[src/rtl/box_overlap_index_search_core_macros.svh]
// ----------------------------------------------------------------------------
// Box overlap index search - assertion macros
// Concurrent check wrappers used by the top-level RTL file; empty in synthesis.
// ----------------------------------------------------------------------------
`ifndef BOX_OVERLAP_INDEX_SEARCH_CORE_MACROS_SVH
`define BOX_OVERLAP_INDEX_SEARCH_CORE_MACROS_SVH
`ifndef SYNTHESIS
// checked on clk, suspended while rst_n is low
`define BOX_OVL_ASSERT(lbl, prop) \
  lbl: assert property (@(posedge clk) disable iff (!rst_n) prop) \
    else $error("box_ovl assertion failed");
// checked on clk, also during reset
`define BOX_OVL_ASSERT_ALWAYS(lbl, prop) \
  lbl: assert property (@(posedge clk) prop) \
    else $error("box_ovl assertion failed");
`else
`define BOX_OVL_ASSERT(lbl, prop)
`define BOX_OVL_ASSERT_ALWAYS(lbl, prop)
`endif
`endif

[src/rtl/box_ovl_pkg.sv]
// ----------------------------------------------------------------------------
// Box overlap index search - package
// Shared widths, codes and types of the box overlap search core.
// ----------------------------------------------------------------------------
package box_ovl_pkg;

  localparam int DEF_MAX_ENTRIES = 64;
  localparam int DEF_MAX_DIMS    = 3;
  localparam int NDIM            = 3;
  localparam int CFG_ADDR_W      = 2;
  localparam int CFG_DATA_W      = 16;
  localparam int IN_DATA_W       = 240;
  localparam int IN_USER_W       = 3;
  localparam int OUT_DATA_W      = 384;

  localparam logic [47:0] OFF_MAX = 48'hFFFF_FFFF_FFFF;

  // register indexes on the configuration channel
  localparam logic [CFG_ADDR_W-1:0] REG_NUM_DIMS      = 2'd0;
  localparam logic [CFG_ADDR_W-1:0] REG_ELEMENT_BYTES = 2'd1;

  // input item kinds
  localparam logic [1:0] KIND_LOAD  = 2'd0;
  localparam logic [1:0] KIND_QUERY = 2'd1;
  localparam logic [1:0] KIND_CLEAR = 2'd2;

  typedef enum logic [1:0] {S_IDLE, S_WALK, S_FLUSH} state_t;
  typedef enum logic [1:0] {V_IDLE, V_LO, V_HI, V_ADD} vstate_t;

  // one stored box
  typedef struct packed {
    logic [NDIM-1:0][31:0] start;
    logic [NDIM-1:0][31:0] ext;
    logic [47:0]           foff;
  } entry_t;

  // overlap test outcome for one stored box
  typedef struct packed {
    logic                  hit;
    logic [NDIM-1:0][31:0] frel;
    logic [NDIM-1:0][31:0] mrel;
    logic [NDIM-1:0][31:0] ov;
  } match_t;

  // one result item
  typedef struct packed {
    logic [NDIM-1:0][31:0] frel;
    logic [NDIM-1:0][31:0] mrel;
    logic [NDIM-1:0][31:0] ov;
    logic [47:0]           foff;
    logic [47:0]           moff;
    logic                  last;
  } result_t;

endpackage

[src/rtl/box_ovl_match.sv]
// ----------------------------------------------------------------------------
// Box overlap index search - overlap test
// Per-dimension intersection of the head box with the query box.
// ----------------------------------------------------------------------------
module box_ovl_match
  import box_ovl_pkg::*;
(
  input  entry_t                entry,
  input  logic [NDIM-1:0][31:0] q_start,
  input  logic [NDIM-1:0][31:0] q_ext,
  input  logic [1:0]            nd,
  output match_t                m
);

  always_comb begin
    logic [32:0] sa, ea, sb, eb, so, eo;
    logic [32:0] dov, dfr, dmr;
    m = '0;
    m.hit = 1'b1;
    for (int d = 0; d < NDIM; d++) begin
      // ends formed at 33 bits so nothing wraps
      sa  = {1'b0, entry.start[d]};
      ea  = sa + {1'b0, entry.ext[d]};
      sb  = {1'b0, q_start[d]};
      eb  = sb + {1'b0, q_ext[d]};
      so  = (sa > sb) ? sa : sb;
      eo  = (ea < eb) ? ea : eb;
      dov = eo - so;
      dfr = so - sa;
      dmr = so - sb;
      if (2'(d) < nd) begin
        if (eo <= so) begin
          m.hit = 1'b0;
        end
        m.ov[d]   = dov[31:0];
        m.frel[d] = dfr[31:0];
        m.mrel[d] = dmr[31:0];
      end
    end
  end

endmodule

[config.mk]
export PLATFORM = sky130hd
export DESIGN_NAME = box_ovl_match
export DESIGN_NICKNAME = d
export VERILOG_FILES = /design/src/rtl/box_overlap_index_search_core_macros.svh /design/src/rtl/box_ovl_pkg.sv /design/src/rtl/box_ovl_match.sv
export SDC_FILE = /design/constraint.sdc
export NUM_CORES = 2
export LEC_CHECK = 0
export BUFFER_PORTS_ARGS = -buffer_cell sky130_fd_sc_hd__buf_2
export CELL_PAD_IN_SITES_DETAIL_PLACEMENT = 0
export CELL_PAD_IN_SITES_GLOBAL_PLACEMENT = 1
export CORE_AREA = 2 2 285 287
export DETAILED_ROUTE_END_ITERATION = 16
export DIE_AREA = 0 0 287 289
export GPL_ROUTABILITY_DRIVEN = 0
export PLACE_DENSITY_LB_ADDON = 0.1
export SLEW_MARGIN = 15
export SYNTH_ARGS = -nofsm -noshare
export SYNTH_HDL_FRONTEND = slang
export SYNTH_SLANG_ARGS = --single-unit
[constraint.sdc]
create_clock -name vclk -period 13.8
set_input_delay 2.07 -clock vclk [all_inputs]
set_output_delay 2.07 -clock vclk [all_outputs]
set_load 0.02 [all_outputs]
# Yosys cells after proc, flatten, opt, wreduce, memory -nomap -nowiden
# Index checks and enable logic that the tools add are counted.
word_totals:
  regBits: 0
  wordCells: 47
classes:
  addsub: 15
  magnitude_cmp: 12
  muxes: 20
ops:
  columns: ["operator", "n"]
  rows:
  - ["$mux 32", 11]
  - ["$sub 32x32->32", 9]
  - ["$add 32x32->33", 6]
  - ["$mux 33", 4]
  - ["$le 33x32->1", 3]
  - ["$lt 33x33->1", 3]
  - ["$gt 32x32->1", 3]
  - ["$mux 1", 5]
  - ["$lt 1x2->1 const A", 2]
  - ["$lt 2x2->1 const A", 1]

# Longest topological paths before layout
logic_depth:
  ltp_word: 10
  depth_mapped: 40
  depth_no_buf: 39

# Least setup slack after synthesis
# No wires, ideal clock.
synth_path:
  kind: "input-to-output"
  start: "in entry[48] in the netlist's numbering"
  end: "out m[30] in the netlist's numbering"
  arrival_ns: 9.789
  required_time_ns: 11.730
  path_slack_ns: 1.941
  path_stages: 34
  cell_sequence: "ha_1 -> fa_1 -> a211oi_1 -> o21ai_1 -> a31o_2 -> a41o_1 -> o22a_1 -> a31o_2 -> nand4_1 -> a31o_2 -> a21oi_1 -> xnor2_1 -> inv_1 -> ha_1 -> nand4_1 -> or4_1 -> o21ai_0 -> clkbuf_1 -> buf_2 -> mux2i_1 -> ha_1 -> inv_1 -> fa_1 -> a21o_1 -> a21oi_1 -> o21ai_1 -> a221oi_2 -> a2111oi_0 -> o31a_1 -> or3_1 -> a31oi_1 -> a21oi_1 -> xnor2_1 -> nor2_1"
synth_lines:
  columns: ["item", "line_no", "rtl"]
  rows:
  - ["from (decl)", "box_ovl_match.sv:8", "input entry_t entry,"]
  - ["to (decl)", "box_ovl_match.sv:12", "output match_t m"]

==> flow_summary_export.csv <==
group,metric,value,unit
status,run_status,"completed",
route,firstDrtPassIters,5,
timing,rsz0062_at_grt,"no",
route,vias_per_cell,5.57,
global_route,grt_first_pass_wirelength,181000,um
global_route,antenna_found_initial,11,
timing,tightest_slew,1.01,ns
global_route,grt_use_total,27.8,%
timing,slew_headroom,32.5,%
global_route,grtUsageMet1,35.4,%
clocking,hold_buffers,0,
synthesis,yosysWarnings,0,
timing,finalCritPeriodShare,93.5,%
finish,final_nets,6130,
finish,n_sequential_cell,0,
min_path,hp-class,"in2out",
synthesis,syn-cell-area,30700,um^2
floorplanning,die-height,289,um
worst_setup_path,cp.required,11.73,ns
synthesis,synth_cells,4406,
clocking,cts_setup_buffers,0,
route,vias,33896,
floorplanning,rows,104,
timing,maxSlewViolCount,0,
synthesis,syn_area_per_cell,6.97,um^2
worst_setup_path,cp.arrival,10.83,ns
global_route,grt_remaining_overflow,0,
route,wire_per_inst,20.3,um
timing,fmaxAchievable,0.0775,GHz
placement,place_ws,0.915,ns
run,maxCapViolCount,0,
worst_setup_path,cp-end-kind,"output pin",
floorplanning,initial_core_util,38.4,%
placement,io_buffers,675,
finish,clock_buffers,0,
power,p_leak,0.0193,uW
synthesis,yosysSeqAreaShare,0,%
worst_setup_path,slowest_delay,0.62,ns
timing,hold_viol_final,0,
placement,dp_hpwl,110000,um
global_route,grt_use_met3,3.83,%
worst_setup_path,crit_path_start_kind,"input port",
timing,fin_crit,12.90,ns
global_route,grt_most_used_layer,"met2",
worst_setup_path,worst-setup-path-type,"in2out",
route,drt-total-wl,123000,um
power,p_per_area,130,nW/um^2
global_route,met2_usage,48.2,%
timing,setup_violations,0,
route,drc_errors,0,
floorplanning,dieArea,82900,um^2
clocking,ctsResizeCount,0,
timing,finalWorstSetupSlack,0.903,ns
global_route,first_global_vias,32193,
timing,whs,4.59,ns
synthesis,synth_fp_nets,5521,
floorplanning,pin_count,723,
timing,tns,0,ns
floorplanning,die_x,287,um
worst_setup_path,critPathMaxFanout,37,
finish,regArea,0,um^2
global_route,grt_max_degree,76,
finish,area_delta_synth_final,15.1,%
power,ir_drop,85.2,uV
worst_setup_path,slowest_stage,"a221oi_1",
route,drt_iter0_drc,1702,
floorplanning,core_region_area,79900,um^2
synthesis,ys_types,88,
finish,fillers,8745,
route,antenna_left,0,
finish,drive_gt1_share,15.4,%
critical path: cells and delay by family:
kind	cells	cell delay, ns
xor+xnor	1	0.13
buf+inv	3	0.61
fa+ha+maj	3	0.93
compound gates	17	4.91
mux	1	0.37
simple gates	7	1.75
worst paths after layout:
kind / start / end / slack, ns / depth (start not counted)
setup / recovery: entry[177] / m[62] / 0.90 / 32
hold / removal: entry[176] / m[224] / 4.59 / 4
per-stage QoR:
step | utilization (%) | instance area, um^2 | total power [uW] | std cells
floorplan | - | 30700 | 3210 | 4406
global placement | 44.2 | 35300 | 4560 | 6073
detailed placement | 44.2 | 35300 | 4560 | 6073
CTS | 44.2 | 35300 | 4590 | 6073
global route | 44.2 | 35300 | 5050 | 6079
finish | 44.2 | 35300 | 4600 | 6082
placed cells by master (no fill, tap or decap), types with 55 or more instances in the layout:
cell	count
inv_1	436
nor3_1	95
o21a_1	85
nor2_1	413
nand2_1	206
a21o_1	328
and3_1	58
nand3_1	85
and2_1	95
buf_2	674
ha_1	666
nand4_1	55
xnor2_1	212
nand2b_1	90
xor2_1	161
a21oi_1	368
nor2b_1	83
o21ai_0	242
cell type report:
cell class / count / area [um^2] / share of cell area (%)
multi-input cells: 3884 / 28800 / 81.6
well taps: 1060 / 1330 / 3.75
inverters: 436 / 1640 / 4.63
repair buffers: 693 / 3530 / 9.98
diodes: 9 / 22.5 / 0.0637
cell usage after synthesis (all sizes together), types with 21 or more instances:
| cell type | number | area (um^2) |
|---|---|---|
| mux2i | 40 | 400 |
| ha | 666 | 8330 |
| and3 | 58 | 363 |
| mux2 | 29 | 330 |
| nor2 | 414 | 1550 |
| clkbuf | 73 | 274 |
| o31ai | 44 | 330 |
| o21bai | 49 | 368 |
| o211ai | 33 | 248 |
| nand2 | 209 | 790 |
| inv | 436 | 1640 |
| and2 | 96 | 602 |
| nand3 | 85 | 425 |
| xor2 | 161 | 1410 |
| o21a | 85 | 638 |
| nor2b | 83 | 519 |
| nand4 | 55 | 344 |
| a21oi | 371 | 1860 |
| nand2b | 90 | 563 |
| xnor2 | 212 | 1860 |
| nor3 | 96 | 485 |
| a21o | 328 | 2460 |
| or3 | 21 | 131 |
| o21ai | 282 | 1420 |
| a211oi | 50 | 390 |
| a31oi | 48 | 300 |
power breakdown:
| part | internal, uW | total [uW] | switching, uW |
|---|---|---|---|
| sequential | 0 | 0 | 0 |
| combinational | 1770 | 4600 | 2820 |
| clock | 0.0000877 | 0.0000877 | 0 |
layer usage:
metal  vias up  part of all wire [%]
met5         -                 0.028
met4         6                   3.6
met3       151                   6.3
met2       925                    47
met1     15540                    43
li1      17274                     -
logic make-up (layout without fill, tap and decap cells):
kind of cell / Yosys count / after routing / share of synthesized area (%)
AO/OA/AOI/OAI: 1477 / 1477 / 31.7
AND/OR/NAND/NOR: 1284 / 1284 / 20.7
adder cells (fa/ha/maj): 681 / 681 / 28.1
buffers and inverters: 522 / 1129 / 6.41
XOR/XNOR: 373 / 373 / 10.6
multiplexers: 69 / 69 / 2.38
other: 0 / 9 / 0
Power figures use the tool's default switching activity.
