**src/rtl/box_overlap_index_search_core_macros.svh**
```systemverilog
// ----------------------------------------------------------------------------
// Box overlap index search - assertion macros
// Concurrent check wrappers used by the top-level RTL file; empty in synthesis.
// ----------------------------------------------------------------------------
`ifndef BOX_OVERLAP_INDEX_SEARCH_CORE_MACROS_SVH
`define BOX_OVERLAP_INDEX_SEARCH_CORE_MACROS_SVH
`ifndef SYNTHESIS
// checked on clk, suspended while rst_n is low
`define BOX_OVL_ASSERT(lbl, prop) \
  lbl: assert property (@(posedge clk) disable iff (!rst_n) prop) \
    else $error("box_ovl assertion failed");
// checked on clk, also during reset
`define BOX_OVL_ASSERT_ALWAYS(lbl, prop) \
  lbl: assert property (@(posedge clk) prop) \
    else $error("box_ovl assertion failed");
`else
`define BOX_OVL_ASSERT(lbl, prop)
`define BOX_OVL_ASSERT_ALWAYS(lbl, prop)
`endif
`endif

```
**src/rtl/box_ovl_pkg.sv**
```systemverilog
// ----------------------------------------------------------------------------
// Box overlap index search - package
// Shared widths, codes and types of the box overlap search core.
// ----------------------------------------------------------------------------
package box_ovl_pkg;

  localparam int DEF_MAX_ENTRIES = 64;
  localparam int DEF_MAX_DIMS    = 3;
  localparam int NDIM            = 3;
  localparam int CFG_ADDR_W      = 2;
  localparam int CFG_DATA_W      = 16;
  localparam int IN_DATA_W       = 240;
  localparam int IN_USER_W       = 3;
  localparam int OUT_DATA_W      = 384;

  localparam logic [47:0] OFF_MAX = 48'hFFFF_FFFF_FFFF;

  // register indexes on the configuration channel
  localparam logic [CFG_ADDR_W-1:0] REG_NUM_DIMS      = 2'd0;
  localparam logic [CFG_ADDR_W-1:0] REG_ELEMENT_BYTES = 2'd1;

  // input item kinds
  localparam logic [1:0] KIND_LOAD  = 2'd0;
  localparam logic [1:0] KIND_QUERY = 2'd1;
  localparam logic [1:0] KIND_CLEAR = 2'd2;

  typedef enum logic [1:0] {S_IDLE, S_WALK, S_FLUSH} state_t;
  typedef enum logic [1:0] {V_IDLE, V_LO, V_HI, V_ADD} vstate_t;

  // one stored box
  typedef struct packed {
    logic [NDIM-1:0][31:0] start;
    logic [NDIM-1:0][31:0] ext;
    logic [47:0]           foff;
  } entry_t;

  // overlap test outcome for one stored box
  typedef struct packed {
    logic                  hit;
    logic [NDIM-1:0][31:0] frel;
    logic [NDIM-1:0][31:0] mrel;
    logic [NDIM-1:0][31:0] ov;
  } match_t;

  // one result item
  typedef struct packed {
    logic [NDIM-1:0][31:0] frel;
    logic [NDIM-1:0][31:0] mrel;
    logic [NDIM-1:0][31:0] ov;
    logic [47:0]           foff;
    logic [47:0]           moff;
    logic                  last;
  } result_t;

endpackage

```
**src/rtl/box_ovl_vol.sv**
```systemverilog
// ----------------------------------------------------------------------------
// Box overlap index search - volume unit
// Saturating element_bytes times query volume, built up over the active dimensions in low, high and add steps.
// ----------------------------------------------------------------------------
module box_ovl_vol
  import box_ovl_pkg::*;
(
  input  logic                  clk,
  input  logic                  rst_n,
  input  logic                  start,
  input  logic [15:0]           elem_bytes,
  input  logic [NDIM-1:0][31:0] ext,
  input  logic [1:0]            nd,
  output logic                  done,
  output logic [47:0]           vol
);

  vstate_t     state_r, state_nxt;
  logic [1:0]  d_r, d_nxt;
  logic [47:0] acc_r, acc_nxt;
  logic [63:0] lo_r;
  logic [47:0] hi_r;
  logic [79:0] sum;

  // partial products of the 48-bit accumulator times one 32-bit extent
  always_ff @(posedge clk) begin
    if (state_r == V_LO) begin
      lo_r <= acc_r[31:0] * ext[d_r];
    end
    if (state_r == V_HI) begin
      hi_r <= acc_r[47:32] * ext[d_r];
    end
  end

  assign sum = {hi_r, 32'd0} + {16'd0, lo_r};

  always_ff @(posedge clk) begin
    if (!rst_n) begin
      state_r <= V_IDLE;
      d_r     <= '0;
    end else begin
      state_r <= state_nxt;
      d_r     <= d_nxt;
    end
  end

  always_ff @(posedge clk) begin
    acc_r <= acc_nxt;
  end

  // step sequencer over the active dimensions
  always_comb begin
    state_nxt = state_r;
    d_nxt     = d_r;
    acc_nxt   = acc_r;
    case (state_r)
      V_IDLE: begin
        if (start) begin
          acc_nxt   = {32'd0, elem_bytes};
          d_nxt     = '0;
          state_nxt = V_LO;
        end
      end
      V_LO:  state_nxt = V_HI;
      V_HI:  state_nxt = V_ADD;
      V_ADD: begin
        acc_nxt   = (sum[79:48] != '0) ? OFF_MAX : sum[47:0];
        d_nxt     = d_r + 2'd1;
        state_nxt = ((d_r + 2'd1) >= nd) ? V_IDLE : V_LO;
      end
      default: state_nxt = V_IDLE;
    endcase
  end

  assign done = (state_r == V_IDLE);
  assign vol  = acc_r;

endmodule

```
**config.mk**
```make
export PLATFORM = sky130hd
export DESIGN_NAME = box_ovl_vol
export DESIGN_NICKNAME = d
export VERILOG_FILES = /design/src/rtl/box_overlap_index_search_core_macros.svh /design/src/rtl/box_ovl_pkg.sv /design/src/rtl/box_ovl_vol.sv
export SDC_FILE = /design/constraint.sdc
export NUM_CORES = 2
export LEC_CHECK = 0
export BUFFER_PORTS_ARGS = -buffer_cell sky130_fd_sc_hd__buf_4
export CORE_MARGIN = 1.5
export CORE_UTILIZATION = 54
export CTS_CLUSTER_DIAMETER = 50
export DETAILED_ROUTE_END_ITERATION = 6
export HOLD_SLACK_MARGIN = 0.05
export PLACE_DENSITY = 0.71
export SLEW_MARGIN = 20
export SYNTH_ARGS = -nofsm -noshare
export SYNTH_HDL_FRONTEND = slang
export SYNTH_SLANG_ARGS = --single-unit
```
**constraint.sdc**
```tcl
create_clock -name clk -period 13.51 [get_ports clk]
set_input_delay 2.702 -clock clk [delete_from_list [all_inputs] [get_ports clk]]
set_output_delay 2.702 -clock clk [all_outputs]
set_load 0.05 [all_outputs]
```
# ---- Yosys cells after proc, flatten, opt, wreduce, memory -nomap -nowiden
# Cells that the tools add are included.
dict set report classes {
  mux 10
  n_lt_le_gt_ge 2
  eq_ne 4
  n_addsub 2
  n_reduce_logical 4
  multipliers 2
}
# operator n
set op_table {}
lappend op_table {{two-way mux 48 bit} 2}
lappend op_table {{one-hot mux 48 bit (2 select lines)} 1}
lappend op_table {{adder 80 x 64 -> 80 bit} 1}
lappend op_table {{binary-select mux 32 bit (select 2 bit)} 1}
lappend op_table {{multiplier 32 x 32 -> 64 bit} 1}
lappend op_table {{multiplier 16 x 32 -> 48 bit} 1}
lappend op_table {{two-way mux 32 bit} 1}
lappend op_table {{nonzero test 32 bit} 1}
lappend op_table {{one-hot mux 2 bit (4 select lines)} 1}
lappend op_table {{== test 2 bit, second input constant} 2}
lappend op_table {{two-way mux 2 bit} 2}
lappend op_table {{one-hot mux 2 bit (2 select lines)} 1}
lappend op_table {{< comparator 2 x 3 -> 1 bit, second input constant} 1}
lappend op_table {{adder 2 x 1 -> 2 bit, second input constant} 1}
lappend op_table {{== test 2 x 1 -> 1 bit, second input constant} 1}
lappend op_table {{greater-or-equal comparator 2 bit} 1}
lappend op_table {{zero test 2 bit} 1}
lappend op_table {{inequality test 2 bit, second input constant} 1}
lappend op_table {{AND reduction 2 bit} 1}
lappend op_table {{nonzero test 2 bit} 1}
lappend op_table {{two-way mux 1 bit} 1}
dict set report totals {
  reg_bits 164
  input_bits 117
  elab_cells 29
  output_inout_bits 49
}

# ---- Logic depth before layout (Yosys ltp)
dict set report depth {
  word_depth 4
  mapped_depth 36
  depth_no_buf 32
}

# ---- Worst setup path after synthesis
# OpenSTA, ideal clock, no wires.
dict set report synth_path {
  kind {input to register}
  startpoint {input port ext[39] (netlist name)}
  endpoint {register lo_r[62], data pin}
  required_ps 13252
  setup_time_ps 258
  slack_ps 3123
  n_path_buf 3
  arrival_ps 10129
  cell_stages 30
  path_cell_list {mux2i_1 > o21ai_0 > clkbuf_1 > clkbuf_1 > and2_1 > fa_1 > fa_1 > fa_1 > inv_1 > fa_1 > inv_1 > fa_1 > inv_1 > fa_1 > inv_1 > fa_1 > fa_1 > ha_1 > clkbuf_1 > and4_1 > and3_1 > o221a_2 > or3_1 > a21oi_1 > o21ba_2 > o31a_1 > a211oi_1 > or3_1 > a31oi_1 > xnor2_1}
}
dict set report synth_between {
  elab_chain_cells 3
}
# item line
set synth_rtl {}
lappend synth_rtl {{start: declaration} box_ovl_vol.sv:12} ;# input logic [NDIM-1:0][31:0] ext,
lappend synth_rtl {{binary-select mux 32 bit (select 2 bit)} box_ovl_vol.sv:28} ;# lo_r <= acc_r[31:0] * ext[d_r];
lappend synth_rtl {{two-way mux 32 bit (not written as such)} box_ovl_vol.sv:28}
lappend synth_rtl {{multiplier 32 x 32 -> 64 bit} box_ovl_vol.sv:28}
lappend synth_rtl {{end signal: assignment} box_ovl_vol.sv:28}
lappend synth_rtl {{end: declaration} box_ovl_vol.sv:21} ;# logic [63:0] lo_r;
# No other way between the ends. The select of a mux whose other input is x is not followed.
# A chain may end at the register's enable or synchronous reset.

# ---- Worst setup path in the final report
dict set report layout_path {
  startpoint {input port ext[8] (netlist name)}
  endpoint {register lo_r[63], data pin}
}
# Same word-level chain as after synthesis.

==> flow_metrics.py <==
metrics = {
    "placement": {
        "gp_congestion": 0.928,
        "portBuffers": 165,
        "dp_hpwl_um": 126000,
        "pre_cts_slack_ns": 1.95,
    },
    "synthesis": {
        "synth_area_leaders": "fa_1, ha_1, inv_1",
        "synth_area_mm2": 0.0578,
        "syn_inst": 6270,
        "yosysTopAreaCell": "fa_1",
        "ys_seq_area_frac": 0.0846,
        "yosysUniqueCellTypes": 79,
        "synth_edf_count": 160,
        "synth_nets": 8123,
        "yosysTopAreaCellShare": 0.456,
        "syn_avg_cell_area_um2": 9.21,
        "yosysWarnings": 0,
        "synth_flop_cell": "edfxtp_1",
        "ys_ff_latch": 164,
        "synthArstFlopShare": 0,
    },
    "sta": {
        "max_freq_mhz": 89.7,
        "setup_ws_ns": 2.36,
        "worst_pin_slew_ns": 1.15,
        "skew_ns": 0.0156,
        "drv_slew": 0,
        "rsz0062_at_grt": "no",
        "fin_setup_tns_ns": 0,
        "final-setup-viol-count": 0,
        "finalCritPeriodShare": 0.826,
        "period_needed_ns": 11.15,
        "maxSlewHeadroom": 0.227,
        "final_hold_viol_count": 0,
    },
    "worst_hold_path": {
        "hp-class": "flop to flop",
    },
    "detailed_routing": {
        "routed_wl_um": 159000,
        "first_pass_iters": 6,
        "vias_per_cell": 5.66,
        "ant_nets": 0,
        "drcViolationCount": 0,
        "drtIter0Drc": 2665,
        "vias": 43000,
        "wire_per_inst_um": 20.9,
    },
    "setup_path": {
        "rrSetupSlack_ns": 3.33,
        "required_ns": 13.74,
        "worstPathMaxFanout": 27,
        "critPathCaptureType": "flop",
        "crit_slowest_cell": "o21ai_4",
        "crit_family": "adder cells",
        "worst_ep_arrival_time_ns": 11.38,
        "worst_setup_path_start_kind": "primary input",
        "worst-path-buf-inv": 5,
        "cp_common_cell": "fa_1",
        "critical_path_class": "primary input to flop",
        "critical-path-max-stage-delay_ns": 0.71,
    },
    "finish": {
        "drive_above_1_share": 0.0586,
        "mostFrequentLayoutCells": "fa_1, inv_1, nand2_1",
        "fill_cells": 9271,
        "area_growth_pct": 5.84,
        "layout.nets": 8047,
        "antenna_cells": 0,
        "mostFrequentLayoutCell": "fa_1",
    },
    "floorplanning": {
        "die_area_mm2": 0.109,
        "coreArea_mm2": 0.106,
        "fp.dieW_um": 330,
        "io-pin-count": 166,
        "fp.dieH_um": 330,
        "num_rows": 119,
        "initial_core_util": 0.546,
    },
    "job": {
        "cap_violations": 0,
    },
    "clocking": {
        "clock_sinks": 164,
        "postCtsHoldBufs": 0,
        "cts_buffers": 17,
        "cts_resized": 0,
        "post-cts-setup-buffers": 0,
        "clk_pin_slew_ns": 0.08,
        "cts_tree": "yes",
        "cts_buffer_depth": 2,
        "cts_max_level": 4,
        "root_buffer": "clkbuf_16",
        "clock_latency_ns": 0.49,
    },
    "grt": {
        "overflow": 0,
        "grt_max_degree": 68,
        "grt_first_pass_wirelength_um": 259000,
        "antenna_found_initial": 0,
        "grt_pass1_vias": 46600,
        "gr-usage-all-layers": 0.308,
    },
    "run_status": {
        "status": "completed",
    },
}
==> final cells by class <==
| cell class | count | area (um^2) | area share |
|---|---|---|---|
| multi-input cells | 4451 | 47000 | 0.769 |
| repair buffers | 263 | 2010 | 0.0328 |
| clock buffers | 17 | 425 | 0.00696 |
| flip-flops and latches | 164 | 4890 | 0.0800 |
| clock inverters | 15 | 183 | 0.00299 |
| well taps | 1391 | 1740 | 0.0285 |
| inverters | 1297 | 4870 | 0.0796 |
==> worst paths after layout <==
kind / from / cells after the start / end
setup reg to reg: d_r[0] / 31 / lo_r[63]
setup / recovery: ext[8] / 28 / lo_r[63]
hold reg to reg: state_r[0] / 1 / state_r[0]
hold / removal: state_r[0] / 1 / state_r[0]
==> stage by stage <==
step                      std cells  hold WS [ns]  utilization  instance area, um^2
final                          7598         0.532        0.578                61100
after global routing           7598         0.553        0.578                61100
after CTS                      7597         0.520        0.578                61100
after detailed placement       7565         0.505        0.572                60500
after global placement         7565         0.487        0.572                60500
after floorplan                6270         0.463            -                57800
==> cell usage after synthesis, drive strengths merged (48+ instances only) <==
cell type and count:
fa 1315, o21ai 115, a21oi 155, ha 421, a21o 82, clkbuf 343
inv 1297, and2 744, edfxtp 160, nand2 919, nor2 104, xnor2 70
xor2 48
==> cells by family (layout without fill, tap and decap cells) <==
family / after synthesis / after routing / synth area share
and+or+nand+nor: 1980 / 1980 / 0.170
adders and majority gates: 1736 / 1736 / 0.547
buffers and inverters: 1655 / 1592 / 0.108
AOI/OAI and AO/OA: 572 / 572 / 0.0644
DFF: 164 / 164 / 0.0846
xor gates and xnor gates: 118 / 118 / 0.0179
muxes: 45 / 45 / 0.00786
==> worst register-to-register path: cells and delay by family (launching register included) <==
family                   cells  cell delay, ns
AO/OA/AOI/OAI                9            1.99
adder cells (fa/ha/maj)      9            4.36
buffers and inverters        7            1.70
flip-flops                   1            0.43
AND/OR/NAND/NOR              6            1.43
==> layer usage <==
layer	vias to the layer above	GRT usage	part of all wire
li1	18700	-	-
met1	22400	0.401	0.40
met2	1636	0.521	0.49
met3	301	0.0555	0.075
met4	0	0.102	0.036
met5	-	0	0
==> sequential cells by signal (all words and copies together), names as in the netlist <==
| signal | cells |
|---|---|
| hi_r | 48 |
| state_r | 2 |
| vol | 48 |
| d_r | 2 |
| lo_r | 64 |
Power is left out: the tool's default activity adds up to more than one toggle a clock period on the data nets, which glitch-free logic cannot reach.
