### src/rtl/box_overlap_index_search_core_macros.svh
// ----------------------------------------------------------------------------
// Box overlap index search - assertion macros
// Concurrent check wrappers used by the top-level RTL file; empty in synthesis.
// ----------------------------------------------------------------------------
`ifndef BOX_OVERLAP_INDEX_SEARCH_CORE_MACROS_SVH
`define BOX_OVERLAP_INDEX_SEARCH_CORE_MACROS_SVH
`ifndef SYNTHESIS
// checked on clk, suspended while rst_n is low
`define BOX_OVL_ASSERT(lbl, prop) \
  lbl: assert property (@(posedge clk) disable iff (!rst_n) prop) \
    else $error("box_ovl assertion failed");
// checked on clk, also during reset
`define BOX_OVL_ASSERT_ALWAYS(lbl, prop) \
  lbl: assert property (@(posedge clk) prop) \
    else $error("box_ovl assertion failed");
`else
`define BOX_OVL_ASSERT(lbl, prop)
`define BOX_OVL_ASSERT_ALWAYS(lbl, prop)
`endif
`endif

### src/rtl/box_ovl_pkg.sv
// ----------------------------------------------------------------------------
// Box overlap index search - package
// Shared widths, codes and types of the box overlap search core.
// ----------------------------------------------------------------------------
package box_ovl_pkg;

  localparam int DEF_MAX_ENTRIES = 64;
  localparam int DEF_MAX_DIMS    = 3;
  localparam int NDIM            = 3;
  localparam int CFG_ADDR_W      = 2;
  localparam int CFG_DATA_W      = 16;
  localparam int IN_DATA_W       = 240;
  localparam int IN_USER_W       = 3;
  localparam int OUT_DATA_W      = 384;

  localparam logic [47:0] OFF_MAX = 48'hFFFF_FFFF_FFFF;

  // register indexes on the configuration channel
  localparam logic [CFG_ADDR_W-1:0] REG_NUM_DIMS      = 2'd0;
  localparam logic [CFG_ADDR_W-1:0] REG_ELEMENT_BYTES = 2'd1;

  // input item kinds
  localparam logic [1:0] KIND_LOAD  = 2'd0;
  localparam logic [1:0] KIND_QUERY = 2'd1;
  localparam logic [1:0] KIND_CLEAR = 2'd2;

  typedef enum logic [1:0] {S_IDLE, S_WALK, S_FLUSH} state_t;
  typedef enum logic [1:0] {V_IDLE, V_LO, V_HI, V_ADD} vstate_t;

  // one stored box
  typedef struct packed {
    logic [NDIM-1:0][31:0] start;
    logic [NDIM-1:0][31:0] ext;
    logic [47:0]           foff;
  } entry_t;

  // overlap test outcome for one stored box
  typedef struct packed {
    logic                  hit;
    logic [NDIM-1:0][31:0] frel;
    logic [NDIM-1:0][31:0] mrel;
    logic [NDIM-1:0][31:0] ov;
  } match_t;

  // one result item
  typedef struct packed {
    logic [NDIM-1:0][31:0] frel;
    logic [NDIM-1:0][31:0] mrel;
    logic [NDIM-1:0][31:0] ov;
    logic [47:0]           foff;
    logic [47:0]           moff;
    logic                  last;
  } result_t;

endpackage

### src/rtl/box_ovl_cell.sv
// ----------------------------------------------------------------------------
// Box overlap index search - table cell
// Holds one stored box; rotates to its neighbor during a table walk.
// ----------------------------------------------------------------------------
module box_ovl_cell
  import box_ovl_pkg::*;
#(
  parameter int CNT_W = 7,
  parameter int INDEX = 0
) (
  input  logic             clk,
  input  logic             shift,
  input  logic             load_we,
  input  logic [CNT_W-1:0] load_idx,
  input  entry_t           load_data,
  input  entry_t           prev_data,
  output entry_t           data
);

  entry_t data_r;

  // rotate during a walk, take a new box when this slot is next free
  always_ff @(posedge clk) begin
    if (shift) begin
      data_r <= prev_data;
    end else if (load_we && (load_idx == CNT_W'(INDEX))) begin
      data_r <= load_data;
    end
  end

  assign data = data_r;

endmodule

### config.mk
export PLATFORM = sky130hd
export DESIGN_NAME = box_ovl_cell
export DESIGN_NICKNAME = d
export VERILOG_FILES = /design/src/rtl/box_overlap_index_search_core_macros.svh /design/src/rtl/box_ovl_pkg.sv /design/src/rtl/box_ovl_cell.sv
export SDC_FILE = /design/constraint.sdc
export NUM_CORES = 1
export LEC_CHECK = 0
export BUFFER_PORTS_ARGS = -buffer_cell sky130_fd_sc_hd__buf_2
export CELL_PAD_IN_SITES_DETAIL_PLACEMENT = 1
export CELL_PAD_IN_SITES_GLOBAL_PLACEMENT = 1
export CORE_AREA = 2 2 287 289
export CTS_CLUSTER_SIZE = 20
export DETAILED_ROUTE_END_ITERATION = 7
export DIE_AREA = 0 0 289 291
export PLACE_DENSITY = 0.44
export SYNTH_ARGS = -nofsm -noshare
export SYNTH_HDL_FRONTEND = slang
export SYNTH_SLANG_ARGS = --single-unit
### constraint.sdc
create_clock -name clk -period 14.65 [get_ports clk]
set_input_delay 3.6625 -clock clk [delete_from_list [all_inputs] [get_ports clk]]
set_output_delay 3.6625 -clock clk [all_outputs]
set_load 0.005 [all_outputs]
Word-level counts from Yosys, hierarchy flattened
Index checks and enable logic that the tools add are counted.
W data, S select, Z words.
- bits in registers: 240
- input bits: 490
- output and inout bits: 240
- word-level logic and storage cells: 12
- muxes and demuxes: 2
- reductions and logical operators: 3
- operators with widths (operator ; number):
    $mux W240 ; 2
    $logic_not A7 Y1 ; 1
    $reduce_bool A2 Y1 ; 1
    $logic_and A1 B1 Y1 ; 1

Longest topological paths before layout
Gate-level depths: netlist of run 1.
- word-level depth: 4
- gate-level depth with buffers: 4
- depth with buffers taken out: 2

Worst setup path before layout of run 1
Ideal clock, no wire load.
- path type: input -> register
- from: input port shift
- to: register data_r (netlist bit data[0]) (enable)
- library setup time: 600 ps
- arrival time: 8908 ps
- required time: 14050 ps
- path slack: 5142 ps
- cell stages on the path: 4
- buffers on the path: 3
- cells stage by stage: buf_6 > buf_6 > buf_6 > a21o_1
- longest elaborated chain between the ends: 1
- RTL lines (what ; line ; source):
    start: declaration ; box_ovl_cell.sv:12 ; input logic shift,
    $reduce_bool A2 Y1 (no source line) ; - ;
    end signal: assignment ; box_ovl_cell.sv:25 ; data_r <= prev_data;
    end signal: assignment ; box_ovl_cell.sv:27 ; data_r <= load_data;
    end: declaration ; box_ovl_cell.sv:20 ; entry_t data_r;
Every way passes these cells.
A chain may end at the register's enable or synchronous reset.

Worst setup path in the final report of run 1
- from: input port shift
- to: register data_r (netlist bit data[87]), data pin
- longest elaborated chain between the ends: 1
- RTL lines (what ; line ; source):
    $mux W240 ; box_ovl_cell.sv:24 ; if (shift) begin
Every way passes these cells.

==> results of run 1 <==
power by group through the flow:
stage          clock network (uW)  registers, uW  logic [uW]
2_1_floorplan                   0            878         108
6_report                      672            850         272
4_1_cts                       714            852         283
5_1_grt                       734            857         298
3_5_place_dp                    0            866         282
3_3_place_gp                    0            864         279
routing by layer:
| metal | up-vias | GRT usage, % |
|---|---|---|
| met5 | - | 0 |
| li1 | 3505 | - |
| met2 | 435 | 17.5 |
| met4 | 0 | 2.15 |
| met3 | 50 | 3.94 |
| met1 | 3603 | 9.58 |
layout make-up:
cell class	instances	area (um2)	share of cell area [%]
sequential	240	7210	43.5
clock inverter	16	63.8	0.385
antenna	5	12.5	0.0755
clock buffer	36	795	4.79
timing repair buffer	735	3720	22.4
multi-input combinational	243	3440	20.8
tap	1070	1340	8.08
cells in the mapped netlist:
| cell type | n | area, um2 |
|---|---|---|
| edfxtp_1 | 240 | 7210 |
| buf_8 | 1 | 15.0 |
| buf_2 | 5 | 25.0 |
| a21o_1 | 1 | 7.51 |
| buf_6 | 21 | 236 |
| nor4b_1 | 1 | 8.76 |
| mux2_2 | 51 | 574 |
| nor4_1 | 1 | 6.26 |
| mux2_4 | 189 | 2840 |
logic make-up (layout without fill, tap and decap cells):
kind of cell	after synthesis	count (layout)	share of synthesized area [%]
AND/OR/NAND/NOR	2	2	0.138
buffers and inverters	27	787	2.53
flip-flops	240	240	66.0
other	0	5	0
AO/OA/AOI/OAI	1	1	0.0688
multiplexers	240	240	31.3
through the flow:
step	power (uW)	setup slack [ps]	hold slack, ps	utilization [%]	instances
after floorplan	986	5140	3880	-	510
after CTS	1850	8670	3310	20.4	2340
after global placement	1140	8060	3960	19.3	2288
after global routing	1890	8630	3320	20.4	2342
after detailed placement	1150	8010	3970	19.3	2288
final	1790	8790	3380	20.4	2345
worst max-delay path by stage:
stage | to | cells after the start | startpoint
6_report | data[87] | 4 | shift
5_1_grt | data[54] | 4 | shift
4_1_cts | data[74] | 4 | shift
3_5_place_dp | data[84] | 4 | shift
3_3_place_gp | data[81] | 4 | shift
2_1_floorplan | data[0] | 4 | shift
critical path, stage by stage:
cell,delay [ps]
buf_8,420
buf_4,780
buf_4,820
mux2_4,350
==> impl.org, run 1 <==
** Outcome
- Status :: completed

** GRT
- First-pass GRT wire length :: 58.0 mm
- The number of antenna violations at the first check in global routing came to 11.
- In the global route stage, overall resource usage came out at 9.39%.
- Largest net degree at the start of global routing :: 121
- Summed over all layers, the global routing overflow is 0.
- Number of global-route vias before repair :: 8571

** Finish
- Count of fill cells added during filler insertion :: 9273
- Leading cell type in the layout, fill and taps excluded :: buf_2
- The register with the most flip-flops in the layout has 240 of them.
- Nets :: 1741
- The library cells used most frequently in the layout, excluding fill and tap cells, are buf_2 (728), edfxtp_1 (240), mux2_4 (189).
- Final design instance area without fill :: 16600 um2
- Of the cells placed in the final design, the portion with a size suffix greater than 1 is 79.5%.
- Relative to the synthesized area, the layout overhead comes to 51.8%.

** Place
- Placement Cell Area :: 15700 um2
- Routability-driven placement finished with a final weighted congestion of 0.770.
- Input and output buffers added on the ports amount to 729.
- The HPWL after detailed placement is 33.6 mm.

** Pwr
- Cell internal power was estimated by the tool at 1370 uW.
- In this run, the combinational gates consume 15.2% of the power.
- Portion of total power attributed to sequential cells :: 47.4%
- Switching power summed over all nets :: 425 uW
- Across the VDD grid, the largest voltage drop is 0.0728 mV.
- In this run the static leakage power is 0.00743 uW.
- Switch share :: 23.7%
- Power spread over the standard cell area amounts to 108 nW/um2.
- Proportion of power drawn by the clock network :: 37.5%

** Critical path
- Worst path arrival time :: 6190 ps
- The worst setup path is of the in2reg kind.
- Data on the critical path is required at its endpoint by 14980 ps.
- Capturing element type of the critical path :: register
- In this run the worst path has a maximum fanout of 59.
- The worst setup path is launched from a primary input.

** Clock network
- Number of buffers added for setup after CTS :: 0
- CTS tree :: built
- Clock-pin slew was measured on the worst setup and hold paths at 60 ps.
- Once the clock tree was built, the resizer swapped 0 gates to a different size.
- Number of buffers created by CTS :: 31
- Number of H-tree levels :: 1
- After clock tree synthesis, the flow added hold-fix buffers numbering 0.
- CTS saw 240 sinks.
- Clock Tree Buf Depth :: 3
- CTS Root Buffer Type :: clkbuf_16

** Timing
- Static timing analysis puts the maximum clock frequency at 171 MHz.
- Portion of the clock cycle consumed by the worst path in the final layout :: 40.0%
- Total count of max-transition violations in the final report :: 0
- Setup repair after global routing missed its margin :: false
- Setup total negative slack on the finished layout was measured at 0 ps.
- The hold violation count in the final report is 0.
- Least-Margin Pin Slew :: 1050 ps
- Minimum clock period after layout :: 5860 ps
- In this run the tightest slew margin relative to its limit is 30.0%.
- Final setup violating endpoints :: 0

** Detailed routing
- Detailed routing placed a total of 4.94 mm of wire on met3.
- After detailed routing, the total wire length is 42.2 mm.
- The routed design uses 21.7 mm of met2 wire.
- In the final routing, the length of wire on met1 measures 14.7 mm.
- Vias per Instance :: 3.24
- In the final routed layout, each cell accounts on average for 18.0 um.
- Number of DRC markers in iteration 0 :: 158
- TritonRoute pass-1 iters :: 4
- Total via count after detailed routing :: 7593
- In the routed design, unresolved DRC markers number 0.
- Number of nets with antenna violations after detailed routing :: 0
- Top Layer Used :: met4

** Synth
- A synthesized cell averages 21.4 um2.
- Share of the yosys chip area belonging to registers :: 66.0%
- Synth Net Count :: 1000
- In the synthesized netlist, the number of instances is 510.
- Synthesis warning total :: 0
- In this run the cell area of the synthesized design comes to 10900 um2.
- Counting flops and latches in the post-synthesis netlist gives 240.
- In this run, distinct cell masters in the synthesized netlist total 9.

** Run
- Max Cap Violations :: 0

** Floorplanning
- 730 I/O pins were placed.
- In this run the standard cell core region covers 81200 um2.
- From bottom edge to top edge, the die measures 291 um.
- Starting density of the core :: 13.4%
- The die is 289 um wide.
- Die Footprint :: 84100 um2
- Row generation in the floorplan step produced 105 rows.

** Worst hold path
- Hold Crit Class :: in2reg
- The worst hold path terminates at data[67].
- Source of the worst hold timing path :: load_data[67]
- The worst hold path was traced through 2 stages.
(Power assumes the default switching activity.)
==> inputs of run 2 (changes only) <==
==> constraint.sdc (replaced) <==
create_clock -name clk -period 6.1 [get_ports clk]
set_input_delay 1.525 -clock clk [delete_from_list [all_inputs] [get_ports clk]]
set_output_delay 1.525 -clock clk [all_outputs]
set_load 0.005 [all_outputs]
==> impl.org, run 2 (same netlist as run 1, synthesis figures left out) <==
** Floorplanning
- Row Count :: 105
- The initial utilization of the core area, before any placement, comes to 13.4%.
- After floorplanning, the core was sized to cover 81200 um2.
- Die outline width :: 289 um
- In this run the count of I/O pins placed on the die edge is 730.
- The die is 291 um tall.
- Die Footprint :: 84100 um2

** Timing
- Setup repair after global routing left no endpoint under its margin.
- The hold violation count in the final report came to 0.
- Across all hold checks on the routed design, the worst slack comes to 1240 ps.
- At the pin with the least slew margin, the transition time is 900 ps.
- The number of max-slew violations in the final report was 0.
- Final setup violating endpoints :: 0
- Timing would allow up to 329 MHz.
- Portion of the clock cycle consumed by the worst path in the final layout :: 49.8%
- Max-slew headroom :: 40.0%
- Minimum clock period after layout :: 3040 ps
- Summed over all failing endpoints, the final setup total negative slack is 0 ps.

** Clock network
- CTS tree :: built
- Number of buffers created by CTS :: 30
- Quantity of hold-fixing buffers added after cts :: 0
- Buffers added to address setup during post-CTS repair amount to 0.
- The tree built by TritonCTS fans out to 240 sinks.
- The tree is rooted in a clkbuf_16.
- Clock Tree Buf Depth :: 3
- Number of gates resized after cts :: 0
- Clk pin slew, worst setup/hold paths :: 60 ps
- Number of H-tree levels :: 1

** Detailed routing
- After detailed routing, the average wire length per cell comes to 18.9 um.
- In this run the remaining antenna-violating nets after routing total 0.
- Wirelength, routed :: 44.6 mm
- The routed layout has 7687 vias.
- For this block, the initial DRC count from the detailed router was 239.
- TritonRoute pass-1 iters :: 4
- For this run, design rule violations remaining after detail routing come to 0.
- In the routed layout, each cell is associated on average with a via count of 3.27.

** Run
- Max Cap Violations :: 0

** Finish
- The final layout contains 1746 nets.
- Max reg flops :: 240
- Count of fill cells added during filler insertion :: 9234
- Area delta synth->final :: 53.1%
- Leaving out fill and tap cells, the most frequent cells in the layout are buf_2 (728), edfxtp_1 (240), mux2_4 (189).
- Register cell area after layout :: 7210 um2
- Leaving out fill and tap cells, the most frequent cell in the layout is buf_2.
- Excluding fillers, the count of instances in the completed layout stands at 2354.
- Combined area of the multi-input logic cells :: 3440 um2
- In the final layout, the share of cells above drive strength 1 is 79.9%.

** Critical path
- Data required time of the critical path :: 6310 ps
- Capturing element type of the critical path :: register
- Launching element type of the critical path :: primary input
- Startpoint-to-endpoint class of the critical path :: in2reg
- In this run the worst path has a maximum fanout of 75.
- Worst path arrival time :: 3250 ps

** GRT
- Global routing consumed, over all layers together, 9.97% of the routing resources.
- The total overflow left after global routing is 0.
- First-pass GRT wire length :: 60.8 mm
- The via count of the first global-routing pass is 8641.
- The number of antenna violations at the first check in global routing is 29.
- Largest net degree at the start of global routing :: 94

** Pwr
- The analysis attributes to cell leakage a power of 0.00751 uW.
- The worst-case IR drop observed on VDD is 0.192 mV.
- For this design the total switching power over the nets is 1030 uW.
- Proportion of power drawn by the clock network :: 39.0%
- Portion of total power attributed to sequential cells :: 46.2%
- Power, Total :: 4420 uW
- Switch share :: 23.4%
- Internal power comes to 3390 uW.
- Total power density per cell area :: 264 nW/um2
- Share of power burned in combinational logic :: 14.9%

** Place
- Detailed placement finished with a half-perimeter wire length of 36.6 mm.
- Quantity of I/O buffers inserted on ports :: 729
- Placed Cells :: 2294
- Routability-driven placement finished with a final weighted congestion of 0.781.

** Worst hold path
- The tightest min-delay check is of the in2reg type.
- Endpoint, Worst Hold :: data[143]
- In this run the most critical hold path is launched from load_data[143].
- Hold path depth :: 2

** Outcome
- Status :: completed
## run 2: cell count changes in the layout (fill, tap and decap cells not counted), sizes merged
cell      change
buf           +6
bufinv        +2
clkbuf        +2
clkinv        -1
clkinvlp      +1
diode         -1
## run 2: power groups by stage
stage	Clock (uW)	Combinational [uW]	Sequential, uW
floorplan	0	260	2100
global placement	0	673	2070
detailed placement	0	677	2080
CTS	1800	678	2050
global route	1860	719	2060
finish	1720	657	2040
## run 2: worst max path at each step
stage	end	start	cells after the start
after global routing	data[179]	load_idx[5]	4
after detailed placement	data[179]	load_idx[5]	4
after floorplan	data[0]	shift	4
after CTS	data[179]	load_idx[5]	4
after global placement	data[219]	load_idx[5]	4
final	data[179]	load_idx[5]	4
## run 2: layout make-up
class	instances	share of cell area (%)
antenna	4	0.0599
clock buffer	38	4.80
clock inverter	18	0.793
multi-input combinational	243	20.6
sequential	240	43.1
tap	1070	8.01
timing repair buffer	741	22.6
## run 2: critical path: stages
cell and delay, ps:
buf_2 100, nor4b_1 350, a21o_4 690, buf_12 400
## run 2: stage by stage
| step | setup slack [ps] | utilization, % | cell area [um2] |
|---|---|---|---|
| 6_report | 3060 | 20.6 | 16700 |
| 4_1_cts | 3020 | 20.6 | 16700 |
| 2_1_floorplan | 815 | - | 10900 |
| 5_1_grt | 2900 | 20.6 | 16700 |
| 3_5_place_dp | 2390 | 19.4 | 15800 |
| 3_3_place_gp | 2410 | 19.4 | 15800 |
## run 2: metal layers
layer,global-route usage (%),wire length (um),part of all wire [%],up-vias
met1,9.77,15100,34,3588
met3,4.37,5510,12,78
met2,19.1,22900,51,498
met5,0,23,0.052,-
met4,2.02,1020,2.3,4
li1,-,-,-,3519
==> inputs of run 3 (changes only) <==
--- a/config.mk
+++ b/config.mk
@@ -5,14 +5,15 @@
 export SDC_FILE = /design/constraint.sdc
 export NUM_CORES = 1
 export LEC_CHECK = 0
+export ABC_AREA = 1
 export BUFFER_PORTS_ARGS = -buffer_cell sky130_fd_sc_hd__buf_2
 export CELL_PAD_IN_SITES_DETAIL_PLACEMENT = 1
 export CELL_PAD_IN_SITES_GLOBAL_PLACEMENT = 1
-export CORE_AREA = 2 2 287 289
+export CORE_AREA = 2 2 280 282
 export CTS_CLUSTER_SIZE = 20
 export DETAILED_ROUTE_END_ITERATION = 7
-export DIE_AREA = 0 0 289 291
-export PLACE_DENSITY = 0.44
+export DIE_AREA = 0 0 282 284
+export PLACE_DENSITY = 0.48
 export SYNTH_ARGS = -nofsm -noshare
 export SYNTH_HDL_FRONTEND = slang
 export SYNTH_SLANG_ARGS = --single-unit
==> constraint.sdc (replaced) <==
create_clock -name clk -period 2.86 [get_ports clk]
set_input_delay 0.715 -clock clk [delete_from_list [all_inputs] [get_ports clk]]
set_output_delay 0.715 -clock clk [all_outputs]
set_load 0.005 [all_outputs]
==> impl.org, run 3 <==
** Finish
- The area growth from synthesis to layout is 56.7%.
- After filler insertion, the fill cell instance count of the layout stands at 9265.
- Nets :: 2252
- After routing the design area is 16100 um2.
- Count of placed standard cells in the final layout, fillers left out :: 2831
- Fraction of final layout cells sized beyond drive strength 1 :: 44.5%
- Leaving out fill and tap cells, the most frequent cell in the layout is buf_2.
- The register with the most flip-flops in the layout has 240 of them.
- The library cells used most frequently in the layout, excluding fill and tap cells, are buf_2 (728), nand2_1 (725), edfxtp_1 (240).

** Clock network
- Number of buffers added for setup after CTS :: 0
- Quantity of hold-fixing buffers added after cts :: 0
- CTS Root Buffer Type :: clkbuf_16
- Number of H-tree levels :: 1
- The number of gates resized after CTS was 0.
- CTS tree :: built
- CTS saw 240 sinks.
- Clock tree synthesis inserted a total of 29 buffers.
- Clk pin slew, worst setup/hold paths :: 60 ps
- In this run the deepest clock path goes through 3 buffers.

** Timing
- Total count of max-transition violations in the final report :: 0
- Timing would allow up to 497 MHz.
- Max-slew headroom :: 54.3%
- After layout, the minimum clock period comes to 2010 ps.
- After layout, the worst path uses 70.3% of the clock period.
- Setup repair after global routing left no endpoint under its margin.
- At the pin with the least slew margin, the transition time is 686 ps.
- Final setup violating endpoints :: 0
- The hold violation count in the final report is 0.
- Summed over all failing endpoints, the final setup total negative slack is 0 ps.

** Synth
- Among all cell types in the netlist, the one instantiated most often is nand2_1.
- Mean instance size in the synthesized netlist :: 10.0 um2
- Top_reg_cell synth :: edfxtp_1
- After synthesis the netlist holds a flip-flop and latch count of 240.
- Number of flops mapped to enable cells by yosys :: 240
- After synthesis, the largest area contributor takes up 70.0% of total cell area.
- Count of cell types in the netlist :: 9
- During synthesis, Yosys emitted a total of 0 warnings.
- Cells after Synth :: 1029
- Summing the sequential cell areas from Yosys gives 70.0% of the chip area.
- The cell area that synthesis handed to floorplanning was 10300 um2.
- Largest area contributor in the netlist :: edfxtp_1
- By count the netlist is led by nand2_1 (726), edfxtp_1 (240), buf_2 (26).
- When the netlist entered floorplanning its net count stood at 1519.
- Leading post-synthesis cells by cell area :: edfxtp_1 (70%), nand2_1 (26%), buf_4 (1.6%), buf_2 (1.3%), inv_1 (0.26%)
- Share of flip-flops with an asynchronous set or reset :: 0%

** Detailed routing
- Wire length per cell :: 16.1 um
- Wires add up to 45.5 mm.
- Final routed DRC violation total :: 0
- The detailed router finished its first iteration with 258 violations.
- In the final routing, the length of wire on met1 measures 16.7 mm.
- TritonRoute pass-1 iters :: 4
- Top Layer Used :: met5
- Number of nets with antenna violations after detailed routing :: 0
- Using the TritonRoute via totals, the vias-per-cell ratio works out to 3.45.
- In the detailed route, the total length drawn on met3 is 3.68 mm.
- Total via count after detailed routing :: 9755
- Total length of routed met2 wires :: 23.8 mm

** Worst hold path
- Counting instances, the worst hold path has a depth of 3.
- The min-delay analysis places its worst path in the category in2reg.

** Critical path
- CP delay by family, top :: flip-flops
- Along the worst path, the maximum fanout reaches 1.
- Tracing the worst setup path back leads to its startpoint at data[92].
- The critical path is of the reg2out type.
- Critical Path End :: data[92]
- Largest stage delay on the critical path :: 500 ps
- Walking the worst path, the cells encountered are buf_2.
- In this run the number of cells on the critical path is 1.
- CP max-delay cell :: edfxtp_1
- Worst path arrival time :: 1300 ps
- Together, buffers and inverters on the worst path number 1.
- STA classifies the critical path startpoint as a register.
- Capturing element type of the critical path :: primary output
- At the worst endpoint, the required time is 2140 ps.

** Floorplanning
- The die is 284 um tall.
- Die outline width :: 282 um
- Row Count :: 102
- Num ports :: 730
- Starting density of the core :: 13.4%
- Die Footprint :: 80100 um2
- The total area inside the core boundary comes to 77000 um2.

** Pwr
- Portion of total power attributed to sequential cells :: 47.3%
- Switch share :: 24.5%
- The clock network is responsible for 38.6% of the overall power.
- Share of power burned in combinational logic :: 14.1%
- IR analysis of the VDD net gives a maximum drop of 0.402 mV.
- Switching power summed over all nets :: 2260 uW
- Total power density per cell area :: 572 nW/um2
- Cell-internal power :: 6970 uW
- Leakage dissipation :: 0.00798 uW

** GRT
- The number of antenna violations at the first check in global routing came to 12.
- Across every metal layer, demand over resource in global routing totals 10.7%.
- Number of global-route vias before repair :: 10600
- Entering global routing, the biggest net connects 134 pins.
- For this run the aggregate overflow at the end of global routing stands at 0.
- The first global-routing pass estimated 64.7 mm of wire.

** Place
- Once placement finished, the instance area stood at 15200 um2.
- GP Congestion :: 0.802
- Detailed placement ended at an HPWL of 36.4 mm.
- Input and output buffers added on the ports amount to 729.
- Once placement completed, the tool counted placed cells totaling 2771.

** Outcome
- The run finished with clean final reports.

** Run
- Max-cap violations in this run came to 0.
## run 3: through the flow
stage / utilization [%] / setup slack (ps) / total power [uW] / hold slack, ps
2_1_floorplan: - / 419 / 4850 / 894
3_3_place_gp: 19.8 / 526 / 5780 / 978
3_5_place_dp: 19.8 / 529 / 5790 / 984
4_1_cts: 21.0 / 764 / 9440 / 353
5_1_grt: 21.0 / 774 / 9700 / 373
6_report: 21.0 / 849 / 9230 / 402
## run 3: power groups by stage
stage	Sequential (uW)	Clock, uW	Combinational, uW
6_report	4360	3570	1300
5_1_grt	4400	3850	1460
4_1_cts	4380	3720	1350
3_5_place_dp	4440	0	1350
3_3_place_gp	4440	0	1340
2_1_floorplan	4470	0	385
## run 3: layer usage
| layer | vias up | track usage, % |
|---|---|---|
| li1 | 4778 | - |
| met1 | 4493 | 11.3 |
| met2 | 411 | 20.3 |
| met3 | 69 | 2.77 |
| met4 | 4 | 3.58 |
| met5 | - | 0 |
## run 3: layout make-up
class / instances / area [um2] / share of cell area, %
Sequential cell: 240 / 7210 / 44.7
Timing Repair Buffer: 755 / 3930 / 24.3
Multi-Input combinational cell: 728 / 2750 / 17.0
Tap cell: 1040 / 1300 / 8.06
Clock buffer: 38 / 759 / 4.71
Clock inverter: 15 / 144 / 0.891
Inverter: 8 / 37.5 / 0.233
Antenna cell: 7 / 17.5 / 0.109
## run 3: worst min path at each step
stage | from | endpoint | slack (ps)
after floorplan | load_data[0] | data[0] | 890
after global placement | load_data[110] | data[110] | 980
after detailed placement | load_data[110] | data[110] | 980
after CTS | load_data[215] | data[215] | 350
after global routing | load_data[217] | data[217] | 370
final | load_data[217] | data[217] | 400
## run 3: cell families (layout without fill, tap and decap cells)
kind of cell	Yosys count	count (layout)	share of synthesized area [%]
DFF	240	240	70.0
and+or+nand+nor	728	728	26.5
buffers and inverters	61	816	3.51
other	0	7	0
